===== src/rtl/tcw_pkg.sv =====
package tcw_pkg;

    // Character codes the console reacts to
    localparam logic [7:0] CH_BS         = 8'd8;
    localparam logic [7:0] CH_TAB        = 8'd9;
    localparam logic [7:0] CH_LF         = 8'd10;
    localparam logic [7:0] CH_CR         = 8'd13;
    localparam logic [7:0] CH_SPACE      = 8'd32;
    localparam logic [7:0] CH_LAST_PRINT = 8'd127;

    // Attribute after reset: light grey on black
    localparam logic [7:0] ATTR_RESET = 8'h07;

    // A tab never writes more cells than this
    localparam int         TAB_MAX_CELLS = 8;
    localparam int         TAB_CNT_W     = 3;

    typedef enum logic [2:0] {
        OP_GOTO    = 3'd0,
        OP_NEWLINE = 3'd1,
        OP_CR      = 3'd2,
        OP_BS      = 3'd3,
        OP_TAB     = 3'd4,
        OP_PRINT   = 3'd5,
        OP_IGNORE  = 3'd6
    } tcw_op_t;

    // Controller to datapath
    typedef struct packed {
        logic    step;
        tcw_op_t op;
        logic    fin;
        logic    first;
    } tcw_cmd_t;

    // Datapath to controller
    typedef struct packed {
        logic out_busy;
        logic tab_done;
    } tcw_status_t;

endpackage


===== src/rtl/tcw_ctrl.sv =====
module tcw_ctrl (
    input  logic               clk,
    input  logic               rst_n,
    input  logic               in_valid,
    output logic               in_stall,
    input  logic               action,
    input  logic [7:0]         char_byte,
    input  logic               final_in_string,
    input  tcw_pkg::tcw_status_t status,
    output tcw_pkg::tcw_cmd_t  cmd
);
    import tcw_pkg::*;

    typedef enum logic [1:0] {
        ST_IDLE = 2'b01,
        ST_TAB  = 2'b10
    } state_t;

    state_t  state_reg, state_next;
    logic    fin_reg, fin_next;
    logic    slot_free;
    logic    accept;
    tcw_op_t dec_op;

    // Decode the incoming word into a datapath operation
    always_comb
    begin
        if (action) begin
            dec_op = OP_GOTO;
        end
        else begin
            unique case (char_byte)
                CH_LF:   dec_op = OP_NEWLINE;
                CH_CR:   dec_op = OP_CR;
                CH_BS:   dec_op = OP_BS;
                CH_TAB:  dec_op = OP_TAB;
                default:
                begin
                    if (char_byte >= CH_SPACE && char_byte <= CH_LAST_PRINT)
                        dec_op = OP_PRINT;
                    else
                        dec_op = OP_IGNORE;
                end
            endcase
        end
    end

    assign slot_free = !status.out_busy;
    assign in_stall  = !((state_reg == ST_IDLE) && slot_free);
    assign accept    = in_valid && !in_stall;

    // Issue one datapath step per free output slot
    always_comb
    begin
        state_next = state_reg;
        fin_next   = fin_reg;
        cmd.step   = 1'b0;
        cmd.op     = dec_op;
        cmd.fin    = final_in_string;
        cmd.first  = 1'b1;
        unique case (state_reg)
            ST_IDLE:
            begin
                if (accept) begin
                    cmd.step = 1'b1;
                    fin_next = final_in_string;
                    if (dec_op == OP_TAB && !status.tab_done)
                        state_next = ST_TAB;
                end
            end
            ST_TAB:
            begin
                cmd.op    = OP_TAB;
                cmd.fin   = fin_reg;
                cmd.first = 1'b0;
                if (slot_free) begin
                    cmd.step = 1'b1;
                    if (status.tab_done)
                        state_next = ST_IDLE;
                end
            end
            default:
            begin
                state_next = ST_IDLE;
            end
        endcase
    end

    always_ff @(posedge clk or negedge rst_n)
    begin
        if (!rst_n) begin
            state_reg <= ST_IDLE;
            fin_reg   <= 1'b0;
        end
        else begin
            state_reg <= state_next;
            fin_reg   <= fin_next;
        end
    end

endmodule


===== src/rtl/tcw_datapath.sv =====
module tcw_datapath #(
    parameter int ROWS     = 25,
    parameter int COLS     = 80,
    parameter int TAB_STOP = 8,
    parameter int ROW_W    = $clog2(ROWS),
    parameter int COL_W    = $clog2(COLS)
) (
    input  logic                 clk,
    input  logic                 rst_n,
    input  tcw_pkg::tcw_cmd_t    cmd,
    output tcw_pkg::tcw_status_t status,
    input  logic [7:0]           char_byte,
    input  logic [ROW_W-1:0]     goto_row,
    input  logic [COL_W-1:0]     goto_col,
    input  logic                 cfg_wr_en,
    input  logic [7:0]           cfg_wr_data,
    output logic                 out_valid,
    input  logic                 out_stall,
    output logic                 cell_write,
    output logic [ROW_W-1:0]     cell_row,
    output logic [COL_W-1:0]     cell_col,
    output logic [7:0]           cell_char,
    output logic [7:0]           cell_attr,
    output logic                 cursor_update,
    output logic [ROW_W-1:0]     cursor_row,
    output logic [COL_W-1:0]     cursor_col,
    output logic                 last
);
    import tcw_pkg::*;

    localparam int                 MAX_K    = (2 ** (COL_W + 1) - 1) / TAB_STOP;
    localparam logic [ROW_W-1:0]   ROW_LAST = ROW_W'(ROWS - 1);
    localparam logic [COL_W-1:0]   COL_LAST = COL_W'(COLS - 1);
    localparam logic [COL_W:0]     COL_END  = (COL_W + 1)'(COLS);

    logic [ROW_W-1:0]     row_reg, row_next;
    logic [COL_W-1:0]     col_reg, col_next;
    logic [7:0]           attr_reg, attr_next;
    logic [TAB_CNT_W-1:0] tab_cnt_reg, tab_cnt_next;

    logic                 out_valid_reg, out_valid_next;
    logic                 wr_reg, wr_next;
    logic [ROW_W-1:0]     crow_reg, crow_next;
    logic [COL_W-1:0]     ccol_reg, ccol_next;
    logic [7:0]           cchar_reg, cchar_next;
    logic [7:0]           cattr_reg, cattr_next;
    logic                 upd_reg, upd_next;
    logic                 last_reg, last_next;
    logic [ROW_W-1:0]     cur_row_reg;
    logic [COL_W-1:0]     cur_col_reg;

    logic [COL_W:0]       col_inc;
    logic                 at_end;
    logic                 tab_hit;
    logic [ROW_W-1:0]     row_inc;
    logic [TAB_CNT_W-1:0] tab_pre;
    logic                 tab_done;
    logic                 emit;

    // Next column, next row and the tab stop test
    always_comb
    begin
        col_inc = {1'b0, col_reg} + (COL_W + 1)'(1);
        at_end  = (col_inc >= COL_END);
        row_inc = (row_reg == ROW_LAST) ? ROW_LAST : row_reg + ROW_W'(1);
        tab_hit = 1'b0;
        for (int k = 1; k <= MAX_K; k++)
        begin
            if (col_inc == (COL_W + 1)'(k * TAB_STOP))
                tab_hit = 1'b1;
        end
        tab_pre  = cmd.first ? '0 : tab_cnt_reg;
        tab_done = tab_hit || at_end || (tab_pre == TAB_CNT_W'(TAB_MAX_CELLS - 1));
    end

    assign status.tab_done = tab_done;
    assign status.out_busy = out_valid_reg && out_stall;

    // Move the cursor and build the result word for one step
    always_comb
    begin
        row_next     = row_reg;
        col_next     = col_reg;
        tab_cnt_next = tab_cnt_reg;
        emit         = 1'b0;
        wr_next      = 1'b0;
        crow_next    = '0;
        ccol_next    = '0;
        cchar_next   = '0;
        cattr_next   = '0;
        upd_next     = 1'b0;
        last_next    = 1'b1;
        if (cmd.step)
        begin
            case (cmd.op)
                OP_GOTO:
                begin
                    row_next = (goto_row > ROW_LAST) ? ROW_LAST : goto_row;
                    col_next = (goto_col > COL_LAST) ? COL_LAST : goto_col;
                    emit     = 1'b1;
                    upd_next = 1'b1;
                end
                OP_NEWLINE:
                begin
                    row_next = row_inc;
                    col_next = '0;
                    emit     = cmd.fin;
                    upd_next = 1'b1;
                end
                OP_CR:
                begin
                    col_next = '0;
                    emit     = cmd.fin;
                    upd_next = 1'b1;
                end
                OP_BS:
                begin
                    if (col_reg != '0)
                        col_next = col_reg - COL_W'(1);
                    emit     = cmd.fin;
                    upd_next = 1'b1;
                end
                OP_PRINT:
                begin
                    if (at_end)
                    begin
                        row_next = row_inc;
                        col_next = '0;
                    end
                    else
                    begin
                        col_next = col_inc[COL_W-1:0];
                    end
                    emit       = 1'b1;
                    wr_next    = 1'b1;
                    crow_next  = row_reg;
                    ccol_next  = col_reg;
                    cchar_next = char_byte;
                    cattr_next = attr_reg;
                    upd_next   = cmd.fin;
                end
                OP_TAB:
                begin
                    if (at_end)
                    begin
                        row_next = row_inc;
                        col_next = '0;
                    end
                    else
                    begin
                        col_next = col_inc[COL_W-1:0];
                    end
                    tab_cnt_next = tab_pre + TAB_CNT_W'(1);
                    emit         = 1'b1;
                    wr_next      = 1'b1;
                    crow_next    = row_reg;
                    ccol_next    = col_reg;
                    cchar_next   = CH_SPACE;
                    cattr_next   = attr_reg;
                    upd_next     = cmd.fin && tab_done;
                    last_next    = tab_done;
                end
                default:
                begin
                    emit     = cmd.fin;
                    upd_next = 1'b1;
                end
            endcase
        end
    end

    // Load the output word when a step emits one, drop it when taken
    always_comb
    begin
        if (emit)
            out_valid_next = 1'b1;
        else if (!out_stall)
            out_valid_next = 1'b0;
        else
            out_valid_next = out_valid_reg;
        attr_next = cfg_wr_en ? cfg_wr_data : attr_reg;
    end

    always_ff @(posedge clk or negedge rst_n)
    begin
        if (!rst_n)
        begin
            row_reg       <= '0;
            col_reg       <= '0;
            attr_reg      <= ATTR_RESET;
            tab_cnt_reg   <= '0;
            out_valid_reg <= 1'b0;
        end
        else
        begin
            row_reg       <= row_next;
            col_reg       <= col_next;
            attr_reg      <= attr_next;
            tab_cnt_reg   <= tab_cnt_next;
            out_valid_reg <= out_valid_next;
        end
    end

    // Output payload, held while stalled
    always_ff @(posedge clk)
    begin
        if (emit)
        begin
            wr_reg      <= wr_next;
            crow_reg    <= crow_next;
            ccol_reg    <= ccol_next;
            cchar_reg   <= cchar_next;
            cattr_reg   <= cattr_next;
            upd_reg     <= upd_next;
            last_reg    <= last_next;
            cur_row_reg <= row_next;
            cur_col_reg <= col_next;
        end
    end

    assign out_valid     = out_valid_reg;
    assign cell_write    = wr_reg;
    assign cell_row      = crow_reg;
    assign cell_col      = ccol_reg;
    assign cell_char     = cchar_reg;
    assign cell_attr     = cattr_reg;
    assign cursor_update = upd_reg;
    assign cursor_row    = cur_row_reg;
    assign cursor_col    = cur_col_reg;
    assign last          = last_reg;

endmodule


===== src/rtl/text_console_cursor_writer_top.sv =====
// A result word (if any) appears in the cycle after its input word is accepted.
// Throughput: one input word per cycle for moves, control and printable bytes
// unless the output stalls; a tab writes one space cell per cycle (up to eight)
// unless the output stalls, and holds the input until its last cell is loaded.
// Reset (rst_n, asynchronous, active low): cursor at row 0 column 0,
// attribute 0x07, output empty.
module text_console_cursor_writer_top #(
    parameter int ROWS     = 25,
    parameter int COLS     = 80,
    parameter int TAB_STOP = 8,
    localparam int ROW_W   = $clog2(ROWS),
    localparam int COL_W   = $clog2(COLS)
) (
    input  logic             clk,
    input  logic             rst_n,
    input  logic             in_valid,
    output logic             in_stall,
    input  logic             action,
    input  logic [7:0]       char_byte,
    input  logic             final_in_string,
    input  logic [ROW_W-1:0] goto_row,
    input  logic [COL_W-1:0] goto_col,
    input  logic             cfg_wr_en,
    input  logic [7:0]       cfg_wr_data,
    output logic             out_valid,
    input  logic             out_stall,
    output logic             cell_write,
    output logic [ROW_W-1:0] cell_row,
    output logic [COL_W-1:0] cell_col,
    output logic [7:0]       cell_char,
    output logic [7:0]       cell_attr,
    output logic             cursor_update,
    output logic [ROW_W-1:0] cursor_row,
    output logic [COL_W-1:0] cursor_col,
    output logic             last
);
    import tcw_pkg::*;

    tcw_cmd_t    cmd;
    tcw_status_t status;

    tcw_ctrl u_ctrl (
        .clk             (clk),
        .rst_n           (rst_n),
        .in_valid        (in_valid),
        .in_stall        (in_stall),
        .action          (action),
        .char_byte       (char_byte),
        .final_in_string (final_in_string),
        .status          (status),
        .cmd             (cmd)
    );

    tcw_datapath #(
        .ROWS     (ROWS),
        .COLS     (COLS),
        .TAB_STOP (TAB_STOP),
        .ROW_W    (ROW_W),
        .COL_W    (COL_W)
    ) u_datapath (
        .clk           (clk),
        .rst_n         (rst_n),
        .cmd           (cmd),
        .status        (status),
        .char_byte     (char_byte),
        .goto_row      (goto_row),
        .goto_col      (goto_col),
        .cfg_wr_en     (cfg_wr_en),
        .cfg_wr_data   (cfg_wr_data),
        .out_valid     (out_valid),
        .out_stall     (out_stall),
        .cell_write    (cell_write),
        .cell_row      (cell_row),
        .cell_col      (cell_col),
        .cell_char     (cell_char),
        .cell_attr     (cell_attr),
        .cursor_update (cursor_update),
        .cursor_row    (cursor_row),
        .cursor_col    (cursor_col),
        .last          (last)
    );

endmodule


===== config.mk =====
export PLATFORM = sky130hd
export DESIGN_NAME = text_console_cursor_writer_top
export DESIGN_NICKNAME = d
export VERILOG_FILES = /design/src/rtl/tcw_pkg.sv /design/src/rtl/tcw_ctrl.sv /design/src/rtl/tcw_datapath.sv /design/src/rtl/text_console_cursor_writer_top.sv
export SDC_FILE = /design/constraint.sdc
export NUM_CORES = 1
export LEC_CHECK = 0
export BUFFER_PORTS_ARGS = -buffer_cell sky130_fd_sc_hd__buf_2
export CORE_ASPECT_RATIO = 0.75
export CORE_MARGIN = 1
export CORE_UTILIZATION = 30
export DETAILED_ROUTE_END_ITERATION = 6
export PLACE_DENSITY_LB_ADDON = 0.3
export REMOVE_ABC_BUFFERS = 1
export SETUP_SLACK_MARGIN = 0.3
export SYNTH_ARGS = -nofsm -noshare
export SYNTH_HDL_FRONTEND = slang
export SYNTH_HIERARCHICAL = 1
export SYNTH_SLANG_ARGS = --single-unit
export TNS_END_PERCENT = 20

===== constraint.sdc =====
create_clock -name clk -period 4.7 [get_ports clk]
set_input_delay 0.47 -clock clk [delete_from_list [all_inputs] [get_ports clk]]
set_output_delay 0.47 -clock clk [all_outputs]
set_load 0.05 [all_outputs]

# [Word-level counts from Yosys, hierarchy flattened]
# Cells that the tools add are included.
[totals] latch_bits=0 out_inout_bits=45 mem_count=0 mem_bits_ro=0 ramBits=0 ff_bits=70 wordCells=156 input_bits=35
[op_classes] n_bitwise=0 shift=0 magnitude_cmp=5 add_sub_neg=4 div_mod_pow=0 eq_ne=50 n_reduce_logical=20 multipliers=0 n_mux=61
[ops] op="$eq 8x8->1 const B" n=16
[ops] op="$eq 8x7->1 const B" n=8
[ops] op="$eq 8x4->1 const B" n=5
[ops] op="$mux 1" n=38
[ops] op="$eq 8x6->1 const B" n=4
[ops] op="$mux 7" n=4
[ops] op="$pmux 7 s4" n=1
[ops] op="$mux 5" n=5
[ops] op="$eq 8x5->1 const B" n=2
[ops] op="$pmux 8 s2" n=1
[ops] op="$pmux 5 s3" n=1
[ops] op="$eq 3x3->1 const B" n=4
[ops] op="$pmux 3 s4" n=1
[ops] op="$mux 2" n=5
[ops] op="$add 7x1->8 const B" n=1
[ops] op="$ge 8x6->1 const B" n=1
[ops] op="$ge 8x7->1 const B" n=1
[ops] op="$le 8x7->1 const B" n=1
[ops] op="$gt 7x7->1 const B" n=1
[ops] op="$reduce_bool 7->1" n=1
[ops] op="$sub 7x1->7 const B" n=1
[ops] op="$eq 3x2->1 const B" n=2
[ops] op="$logic_and 1x1->1" n=6
[ops] op="$mux 3" n=2
[ops] op="18 further kinds" n=28

# [Longest topological paths before layout]
# Gate-level depths: netlist (run 1).
[depth] ltp_word=40 mapped_depth=13 mapped_depth_nobuf=11

# [By module]
# Netlist (run 1), hierarchy kept.
[by_module_without_submodules] mod="tcw_datapath" seq_area_each_um2=1895.6 area_each_um2=3156.8 instances=1 cells_each=259
[by_module_without_submodules] mod="tcw_ctrl" seq_area_each_um2=76.3 area_each_um2=296.5 instances=1 cells_each=33

# [Worst setup path before layout (run 1)]
# OpenSTA, ideal clock, no wires.
[synth_timing] path_type="input to register" start="input char_byte[2]" end="register u_datapath.out_valid_reg (netlist: u_datapath/out_valid)" t_arrival_ps=2882 path_slack_ps=1689 required_time_ps=4570 path_buffers=1 path_stages=6 setup_time_ps=130 path_cell_list="or4b_1 -> a2111oi_2 -> clkbuf_1 -> a21oi_1 -> o21a_1 -> or2_2"
[synth_rtl] element="start: declaration" line_no="text_console_cursor_writer_top.sv:19" source="input logic [7:0] char_byte,"
[synth_rtl] element="end signal: assignment" line_no="tcw_datapath.sv:200" source="out_valid_reg <= out_valid_next;"
[synth_rtl] element="end: declaration" line_no="tcw_datapath.sv:41" source="logic out_valid_reg, out_valid_next;"

==> results.sh, run 1 <==
export IMPL_max_cap_viol_count=0
export IMPL_ir_drop_mv=0.185
export IMPL_drc=0
export IMPL_post_layout_total_power_w=0.00202
export IMPL_timing_final_crit_period_ns=3.15
export IMPL_ctsLongestPathBuffers=2
export IMPL_num_io_pins=80
export IMPL_final_instance_area_mm2=0.00427
export IMPL_setup_tns_ns=0
export IMPL_synth_xor_area_share_pct=1.78
export IMPL_syn_mean_instance_area_um2=11.8
export IMPL_number_of_sinks_on_the_clock_net=70
export IMPL_power_clock_fraction_pct=32.0
export IMPL_endpoint_kind="flip-flop"
export IMPL_comb_power_share_pct=26.1
export IMPL_synth_area_mm2=0.00345
export IMPL_cts_tree="yes"
export IMPL_first_global_vias=2453
export IMPL_synth_yosys_seq_area_share_pct=57.1
export IMPL_share_of_total_power_in_sequential_cells_pct=41.9
export IMPL_timing_hold_violations_final=0
export IMPL_netSwitchingPower_w=0.000718
export IMPL_ctsHoldBuffers=0
export IMPL_ys_async_sr_fraction_pct=38.6
export IMPL_initial_utilization_pct=31.2
export IMPL_ctsHtreeMaxLevel=3
export IMPL_cts_resized=0
export IMPL_vias_per_cell=5.08
export IMPL_worst_pin_slew_ns=1.09
export IMPL_detail_route_wl_per_cell_um=15.7
export IMPL_design_die_area_mm2=0.0119
export IMPL_routed_wirelength_um=8080
export IMPL_chipWidth_um=126
export IMPL_dpl_cell_area_mm2=0.00398
export IMPL_setup_violations=0
export IMPL_clk_insertion_delay_late_ns=0.33
export IMPL_post_route_period_util_pct=67.0
export IMPL_antenna_violations_before_repair=0
export IMPL_rsz0062_at_grt="false"
export IMPL_grt_start_max_net_pins=45
export IMPL_post_route_cells_drive_above_1_share_pct=33.8
export IMPL_crit_type="reg -> reg"
export IMPL_synth_top_family_by_area="simple AND/OR/NAND/NOR gates"
export IMPL_standard_cell_core_area_mm2=0.0111
export IMPL_numCtsBuffers=9
export IMPL_synth_enable_flop_cells=43
export IMPL_clkSlewWorstSetupHoldPaths_ns=0.06
export IMPL_yosys_cell_types_count=61
export IMPL_status="complete, no violations"
export IMPL_detail_route_iter0_violations=170
export IMPL_global_route_usage_total_pct=14.3
export IMPL_swShare_pct=35.5
export IMPL_whs_ns=0.167
export IMPL_compound_gate_fraction_of_synth_area_pct=12.7
export IMPL_globalRoute_totalOverflow=0
export IMPL_power_report_internal_total_w=0.00130
export IMPL_area_growth_synth_to_final_pct=23.5
export IMPL_r2r_setup_slack_ns=1.55
export IMPL_globalplace_congestion=0.881
export IMPL_worstPathRequired_ns=4.86
export IMPL_wire_length_of_the_first_global_routing_pass_um=13000
export IMPL_path_max_fanout=24
export IMPL_n_antenna_cell=0
export IMPL_post_synth_and_or_nand_nor_area_fraction_pct=17.5
export IMPL_hold_path_class="in -> async"
export IMPL_die_h_um=94.9
export IMPL_synth_fa_ha_area_share_pct=3.26
export IMPL_detailed_place_hpwl_um=5670
export IMPL_timing_rr_start="u_ctrl/state_reg[0]$_DFFE_PN1P_"
export IMPL_detail_route_first_pass_iterations=4
export IMPL_yosysWarningCount=6
export IMPL_core_rowCount=33
export IMPL_post_synth_inst_count=292
export IMPL_route_antenna_remaining_nets=0
export IMPL_nNetsFinal=415
export IMPL_power_leakage_nw=1.82
export IMPL_buffers_added_on_ports=79
export IMPL_max_clock_freq_mhz=318
export IMPL_reg2regPathDepth=10
export IMPL_synth_seq_cells=70
export IMPL_max_slew_margin_pct=27.3
export IMPL_num_vias=2623
export IMPL_clock_root_buffer="sky130_fd_sc_hd__clkbuf_16"
export IMPL_cp_arrival_ns=3.31
export IMPL_postSynth_topFlopCell="sky130_fd_sc_hd__edfxtp_1"
export IMPL_power_per_cell_area_mw_per_mm2=474
export IMPL_synth_area_mux_share_pct=3.91
export IMPL_timing_final_max_slew_violations=0
export IMPL_rr_endpoint="u_datapath/cursor_row[0]$_DFFE_PP_"
export IMPL_worst_clock_skew_ns=0.00603
export IMPL_count_of_buffers_added_by_post_cts_timing_repair_for_setup=0
export IMPL_n_fill_cell=1092
export IMPL_start_kind="flip-flop"
## placed cells by master, fill, tap and decap left out, drive strengths merged, types with 5 or more instances in the layout
cell type / count
nor2: 16
o21ai: 10
a21oi: 14
nand3: 10
nand2: 17
clkbuf: 9
xnor2: 5
nor2b: 5
inv: 19
and3: 20
mux2: 12
and2: 9
o21a: 5
edfxtp: 43
dfrtp: 23
ha: 9
buf: 83
## worst max-delay path, stage by stage, from the launching register on
cell                       delay, ns
sky130_fd_sc_hd__dfstp_2        0.54
sky130_fd_sc_hd__inv_1          0.04
sky130_fd_sc_hd__ha_1           0.29
sky130_fd_sc_hd__nor4b_1        0.36
sky130_fd_sc_hd__a32oi_1        0.15
sky130_fd_sc_hd__buf_4          0.23
sky130_fd_sc_hd__nor3_2         0.44
sky130_fd_sc_hd__a21boi_1       0.40
sky130_fd_sc_hd__nand2_1        0.12
sky130_fd_sc_hd__and4_1         0.21
sky130_fd_sc_hd__a21oi_1        0.18
## how the worst max path moves through the flow
| stage | startpoint | end | depth (start not counted) |
|---|---|---|---|
| after floorplan | u_ctrl/state_reg[0]$_DFFE_PN1P_ | u_datapath/cursor_row[3]$_DFFE_PP_ | 7 |
| after global placement | char_byte[2] | u_datapath/out_valid$_DFFE_PN0P_ | 6 |
| after detailed placement | char_byte[2] | u_datapath/out_valid$_DFFE_PN0P_ | 6 |
| after CTS | u_ctrl/state_reg[0]$_DFFE_PN1P_ | u_datapath/cursor_row[0]$_DFFE_PP_ | 10 |
| after global routing | u_ctrl/state_reg[0]$_DFFE_PN1P_ | u_datapath/cursor_row[2]$_DFFE_PP_ | 10 |
| final | u_ctrl/state_reg[0]$_DFFE_PN1P_ | u_datapath/cursor_row[0]$_DFFE_PP_ | 10 |
## per-stage QoR
step | setup slack (ns) | util [%] | instances
after floorplan | 1.25 | - | 277
after global placement | 1.46 | 36.0 | 500
after detailed placement | 1.27 | 36.0 | 500
after CTS | 1.54 | 38.5 | 516
after global routing | 1.28 | 38.5 | 516
final | 1.55 | 38.5 | 516
## power by group through the flow
stage / Combinational [W] / Clock, W / Sequential (W)
2_1_floorplan: 0.000250 / 0 / 0.000976
3_3_place_gp: 0.000516 / 0 / 0.000857
3_5_place_dp: 0.000523 / 0 / 0.000857
4_1_cts: 0.000528 / 0.000663 / 0.000846
5_1_grt: 0.000574 / 0.000687 / 0.000862
6_report: 0.000527 / 0.000646 / 0.000847
## metal layers
metal  routed length [µm]  share of wire (%)  track usage [%]
met2                 3580                 44             20.7
met5                    0                  0                0
met4                  131                1.6             4.82
met3                  561                6.9             5.10
met1                 3810                 47             19.7
## final cells by class
type | count | area, µm² | share of cell area (%)
Tap cell | 140 | 175 | 4.11
Multi-Input combinational cell | 193 | 1350 | 31.7
Inverter | 14 | 52.6 | 1.23
Sequential cell | 70 | 1970 | 46.2
Clock inverter | 7 | 61.3 | 1.44
Clock buffer | 9 | 225 | 5.28
Timing Repair Buffer | 83 | 425 | 9.97
## synth_stat cells, types with 2 or more instances
master	number	area, µm²
sky130_fd_sc_hd__clkbuf_1	10	37.5
sky130_fd_sc_hd__a2111oi_0	3	26.3
sky130_fd_sc_hd__o211ai_1	2	15.0
sky130_fd_sc_hd__nor3b_1	2	15.0
sky130_fd_sc_hd__nand3_1	9	45.0
sky130_fd_sc_hd__o21ai_0	10	50.1
sky130_fd_sc_hd__a21oi_1	14	70.1
sky130_fd_sc_hd__nor2_1	16	60.1
sky130_fd_sc_hd__a211o_1	2	17.5
sky130_fd_sc_hd__dfrtp_1	23	576
sky130_fd_sc_hd__inv_1	14	52.6
sky130_fd_sc_hd__buf_6	2	22.5
sky130_fd_sc_hd__dfstp_2	4	105
sky130_fd_sc_hd__nor4b_1	2	17.5
sky130_fd_sc_hd__and2_1	9	56.3
sky130_fd_sc_hd__mux2_2	12	135
sky130_fd_sc_hd__nor2b_1	5	31.3
sky130_fd_sc_hd__or2_2	2	12.5
sky130_fd_sc_hd__ha_1	9	113
sky130_fd_sc_hd__edfxtp_1	43	1290
sky130_fd_sc_hd__a31oi_1	4	25.0
sky130_fd_sc_hd__and3_1	19	119
sky130_fd_sc_hd__nor3_1	3	15.0
sky130_fd_sc_hd__nand4_1	2	12.5
sky130_fd_sc_hd__nand2b_1	2	12.5
sky130_fd_sc_hd__or3_1	2	12.5
sky130_fd_sc_hd__a32o_1	2	20.0
sky130_fd_sc_hd__nand3b_1	3	22.5
sky130_fd_sc_hd__buf_2	2	10.0
sky130_fd_sc_hd__a2bb2oi_1	3	26.3
sky130_fd_sc_hd__xor2_1	2	17.5
sky130_fd_sc_hd__nand2_1	17	63.8
sky130_fd_sc_hd__xnor2_1	5	43.8
sky130_fd_sc_hd__o21a_1	5	37.5
sky130_fd_sc_hd__and3b_1	2	17.5
## logic make-up (layout without fill, tap and decap cells)
group / count (synthesis) / in the layout
compound gates: 61 / 61
xor+xnor: 7 / 7
fa+ha+maj: 9 / 9
buf+inv: 29 / 113
flops: 70 / 70
mux: 12 / 12
simple gates: 104 / 104
No activity file was read; power rests on OpenSTA's default activity.
==> run 2: changes to the inputs <==
--- a/config.mk
+++ b/config.mk
@@ -5,6 +5,7 @@
 export SDC_FILE = /design/constraint.sdc
 export NUM_CORES = 1
 export LEC_CHECK = 0
+export ABC_AREA = 1
 export BUFFER_PORTS_ARGS = -buffer_cell sky130_fd_sc_hd__buf_2
 export CORE_ASPECT_RATIO = 0.75
 export CORE_MARGIN = 1
==> constraint.sdc (replaced) <==
create_clock -name clk -period 2.7 [get_ports clk]
set_input_delay 0.27 -clock clk [delete_from_list [all_inputs] [get_ports clk]]
set_output_delay 0.27 -clock clk [all_outputs]
set_load 0.05 [all_outputs]
==> results.sh, run 2 <==
export IMPL_antenna_violations_before_repair=0
export IMPL_detail_route_first_pass_iterations=4
export IMPL_drc=0
export IMPL_vias_per_cell=4.53
export IMPL_routed_wirelength_um=9080
export IMPL_clk_insertion_delay_late_ns=0.34
export IMPL_whs_ns=-0.0220
export IMPL_power_per_cell_area_mw_per_mm2=1260
export IMPL_n_fill_cell=1215
export IMPL_grt_start_max_net_pins=35
export IMPL_final_instance_area_mm2=0.00472
export IMPL_rr_endpoint="u_datapath/cell_attr[0]$_SDFFCE_PN0P_"
export IMPL_met1_length_um=4220
export IMPL_layout_commonest_cell="sky130_fd_sc_hd__buf_2"
export IMPL_post_synth_inst_count=424
export IMPL_met3_wirelength_um=507
export IMPL_proportion_of_netlist_area_held_by_the_largest_area_contributor_pct=34.5
export IMPL_design_die_area_mm2=0.0129
export IMPL_standard_cell_core_area_mm2=0.0119
export IMPL_wire_length_of_the_first_global_routing_pass_um=14900
export IMPL_ir_drop_mv=0.484
export IMPL_synth_seq_cells=70
export IMPL_synth_yosys_seq_area_share_pct=52.7
export IMPL_globalRoute_totalOverflow=0
export IMPL_detailed_place_hpwl_um=6640
export IMPL_numCtsBuffers=9
export IMPL_ctsHtreeMaxLevel=3
export IMPL_number_of_sinks_on_the_clock_net=70
export IMPL_clkSlewWorstSetupHoldPaths_ns=0.06
export IMPL_synth_most_common_cell="sky130_fd_sc_hd__nand2_1"
export IMPL_worst_clock_skew_ns=0.00833
export IMPL_detail_route_iter0_violations=238
export IMPL_power_report_internal_total_w=0.00316
export IMPL_routed_wl_met2_um=4180
export IMPL_r2r_setup_slack_ns=0.40
export IMPL_multi_input_comb_area_mm2=0.00146
export IMPL_setup_violations=0
export IMPL_post_layout_total_power_w=0.00593
export IMPL_timing_final_max_slew_violations=0
export IMPL_cp_arrival_ns=2.32
export IMPL_initial_utilization_pct=31.5
export IMPL_post_route_cells_drive_above_1_share_pct=30.3
export IMPL_route_antenna_remaining_nets=0
export IMPL_share_of_total_power_in_sequential_cells_pct=31.8
export IMPL_synth_area_mm2=0.00374
export IMPL_max_clock_freq_mhz=436
export IMPL_detail_route_wl_per_cell_um=13.3
export IMPL_ctsLongestPathBuffers=2
export IMPL_synthTopCellsByArea="sky130_fd_sc_hd__edfxtp_1 35%, sky130_fd_sc_hd__dfrtp_1 15%, sky130_fd_sc_hd__nand2_1 7.1%"
export IMPL_cts_tree="yes"
export IMPL_power_leakage_nw=2.19
export IMPL_endpoint_kind="flip-flop"
export IMPL_postLayoutSetupSlackWorst_ns=0.404
export IMPL_clock_root_buffer="sky130_fd_sc_hd__clkbuf_16"
export IMPL_seqCellArea_mm2=0.00197
export IMPL_crit_type="reg -> reg"
export IMPL_status="complete, but fails checks"
export IMPL_area_growth_synth_to_final_pct=26.3
export IMPL_syn_mean_instance_area_um2=8.82
export IMPL_final_instance_count_excl_fill=683
export IMPL_layout_common_cells="79 x sky130_fd_sc_hd__buf_2, 71 x sky130_fd_sc_hd__nand2_1, 63 x sky130_fd_sc_hd__inv_1"
export IMPL_top_cells_by_count_synth="71 x sky130_fd_sc_hd__nand2_1, 66 x sky130_fd_sc_hd__inv_1, 63 x sky130_fd_sc_hd__nor2_1"
export IMPL_timing_hold_violations_final=23
export IMPL_first_global_vias=3110
export IMPL_start_kind="flip-flop"
export IMPL_yosysWarningCount=6
export IMPL_rsz0062_at_grt="false"
export IMPL_post_route_period_util_pct=85.0
export IMPL_reg2regPathDepth=8
export IMPL_n_antenna_cell=0
export IMPL_global_route_usage_total_pct=15.5
export IMPL_num_io_pins=80
export IMPL_worstPathRequired_ns=2.73
export IMPL_core_rowCount=34
export IMPL_chipWidth_um=131
export IMPL_path_max_fanout=34
export IMPL_comb_power_share_pct=47.7
export IMPL_synth_enable_flop_cells=43
export IMPL_placed_cells=664
export IMPL_postSynth_topFlopCell="sky130_fd_sc_hd__edfxtp_1"
export IMPL_globalplace_congestion=0.850
export IMPL_max_cap_viol_count=0
export IMPL_die_h_um=98.7
export IMPL_yosys_cell_types_count=38
export IMPL_nNetsFinal=560
export IMPL_failed_checks="negative hold slack"
export IMPL_num_vias=3094
export IMPL_timing_final_crit_period_ns=2.30
export IMPL_ys_async_sr_fraction_pct=38.6
export IMPL_dpl_cell_area_mm2=0.00436
export IMPL_netSwitchingPower_w=0.00276
export IMPL_max_slew_margin_pct=53.5
export IMPL_buffers_added_on_ports=79
export IMPL_swShare_pct=46.6
export IMPL_timing_rr_start="u_ctrl/state_reg[0]$_DFFE_PN1P_"
export IMPL_maxUsedRoutingLayer="met4"
export IMPL_worst_pin_slew_ns=0.698
export IMPL_post_place_ws_ns=0.126
export IMPL_post_synth_top_area_cell="sky130_fd_sc_hd__edfxtp_1"
export IMPL_hold_path_class="in -> async"
export IMPL_power_clock_fraction_pct=20.5
run 2: cell count changes after synthesis, moves of 6 or more:
| cell | previous run | this run |
|---|---|---|
| sky130_fd_sc_hd__nand2_1 | 17 | 71 |
| sky130_fd_sc_hd__inv_1 | 14 | 66 |
| sky130_fd_sc_hd__nor2_1 | 16 | 63 |
| sky130_fd_sc_hd__nand3_1 | 9 | 29 |
| sky130_fd_sc_hd__and3_1 | 19 | 0 |
| sky130_fd_sc_hd__mux2_2 | 12 | 0 |
| sky130_fd_sc_hd__and2_1 | 9 | 0 |
| sky130_fd_sc_hd__o21ai_0 | 10 | 19 |
| sky130_fd_sc_hd__clkbuf_1 | 10 | 2 |
| sky130_fd_sc_hd__inv_2 | 0 | 8 |
| sky130_fd_sc_hd__nand2_2 | 0 | 6 |
| sky130_fd_sc_hd__nand4_1 | 2 | 8 |
| sky130_fd_sc_hd__xor2_1 | 2 | 8 |
run 2: kinds of logic (layout without fill, tap and decap cells):
logic type,Yosys count,after routing,synth area share (%)
and+or+nand+nor,204,204,26.1
buffers and inverters,85,182,9.07
DFF,70,70,52.7
AOI/OAI and AO/OA,46,46,6.69
xor gates and xnor gates,10,10,2.34
adders and majority gates,9,9,3.01
run 2: area by class of cell:
type | instances | share of cell area (%)
inverter | 76 | 6.07
clock buffer | 10 | 5.06
sequential | 70 | 41.7
clock inverter | 6 | 1.46
timing repair buffer | 90 | 10.4
multi-input combinational | 269 | 31.0
tap | 162 | 4.29
run 2: how the worst max path moves through the flow:
stage / start / end / slack [ns] / cells after the start
after CTS: u_ctrl/state_reg[0]$_DFFE_PN1P_ / u_ctrl/state_reg[1]$_DFFE_PN0P_ / 0.30 / 16
final: u_ctrl/state_reg[0]$_DFFE_PN1P_ / u_datapath/cell_attr[0]$_SDFFCE_PN0P_ / 0.40 / 8
after detailed placement: u_ctrl/state_reg[0]$_DFFE_PN1P_ / u_ctrl/state_reg[1]$_DFFE_PN0P_ / 0.13 / 16
after global placement: u_ctrl/state_reg[0]$_DFFE_PN1P_ / u_ctrl/state_reg[1]$_DFFE_PN0P_ / 0.15 / 16
after global routing: u_ctrl/state_reg[0]$_DFFE_PN1P_ / u_ctrl/state_reg[1]$_DFFE_PN0P_ / 0.28 / 16
after floorplan: u_ctrl/state_reg[0]$_DFFE_PN1P_ / u_datapath/cell_attr[0]$_SDFFCE_PN0P_ / -0.36 / 7
run 2: worst max-delay path: stages, from the launching register on:
cell and delay [ns]:
sky130_fd_sc_hd__dfstp_2 0.55, sky130_fd_sc_hd__inv_2 0.05, sky130_fd_sc_hd__ha_4 0.17, sky130_fd_sc_hd__or2_1 0.32, sky130_fd_sc_hd__nor3_4 0.22, sky130_fd_sc_hd__nor3_1 0.05
sky130_fd_sc_hd__or2_2 0.30, sky130_fd_sc_hd__inv_2 0.08, sky130_fd_sc_hd__buf_12 0.21
run 2: routing by layer:
layer,up-vias,global-route usage (%)
met5,-,0
met4,0,5.92
met3,13,4.18
met2,80,24.3
met1,1461,20.3
li1,1540,-
run 2: power by group through the flow:
stage / Sequential [W] / Combinational (W) / Clock [W]
floorplan: 0.00261 / 0.00130 / 0
global placement: 0.00190 / 0.00270 / 0
detailed placement: 0.00190 / 0.00274 / 0
CTS: 0.00189 / 0.00276 / 0.00124
global route: 0.00193 / 0.00309 / 0.00128
finish: 0.00189 / 0.00283 / 0.00122
run 2: what timing repair did:
action / 4_1_cts / 5_1_grt
setup buffers: 0 / 3
endpoints found under the setup margin: 36 / 62
hold buffers: 0 / 0
gates cloned: 0 / 0
resized for setup: 3 / 9
pin swaps: 0 / 2
run 2: stage by stage:
stage               setup TNS (ns)  hold WS (ns)  utilization, %
global placement                 0         0.366            36.7
finish                           0       -0.0220            39.8
floorplan                   -15.58       -0.0256               -
CTS                              0       0.00986            39.4
global route                     0        0.0465            39.8
detailed placement               0         0.374            36.7
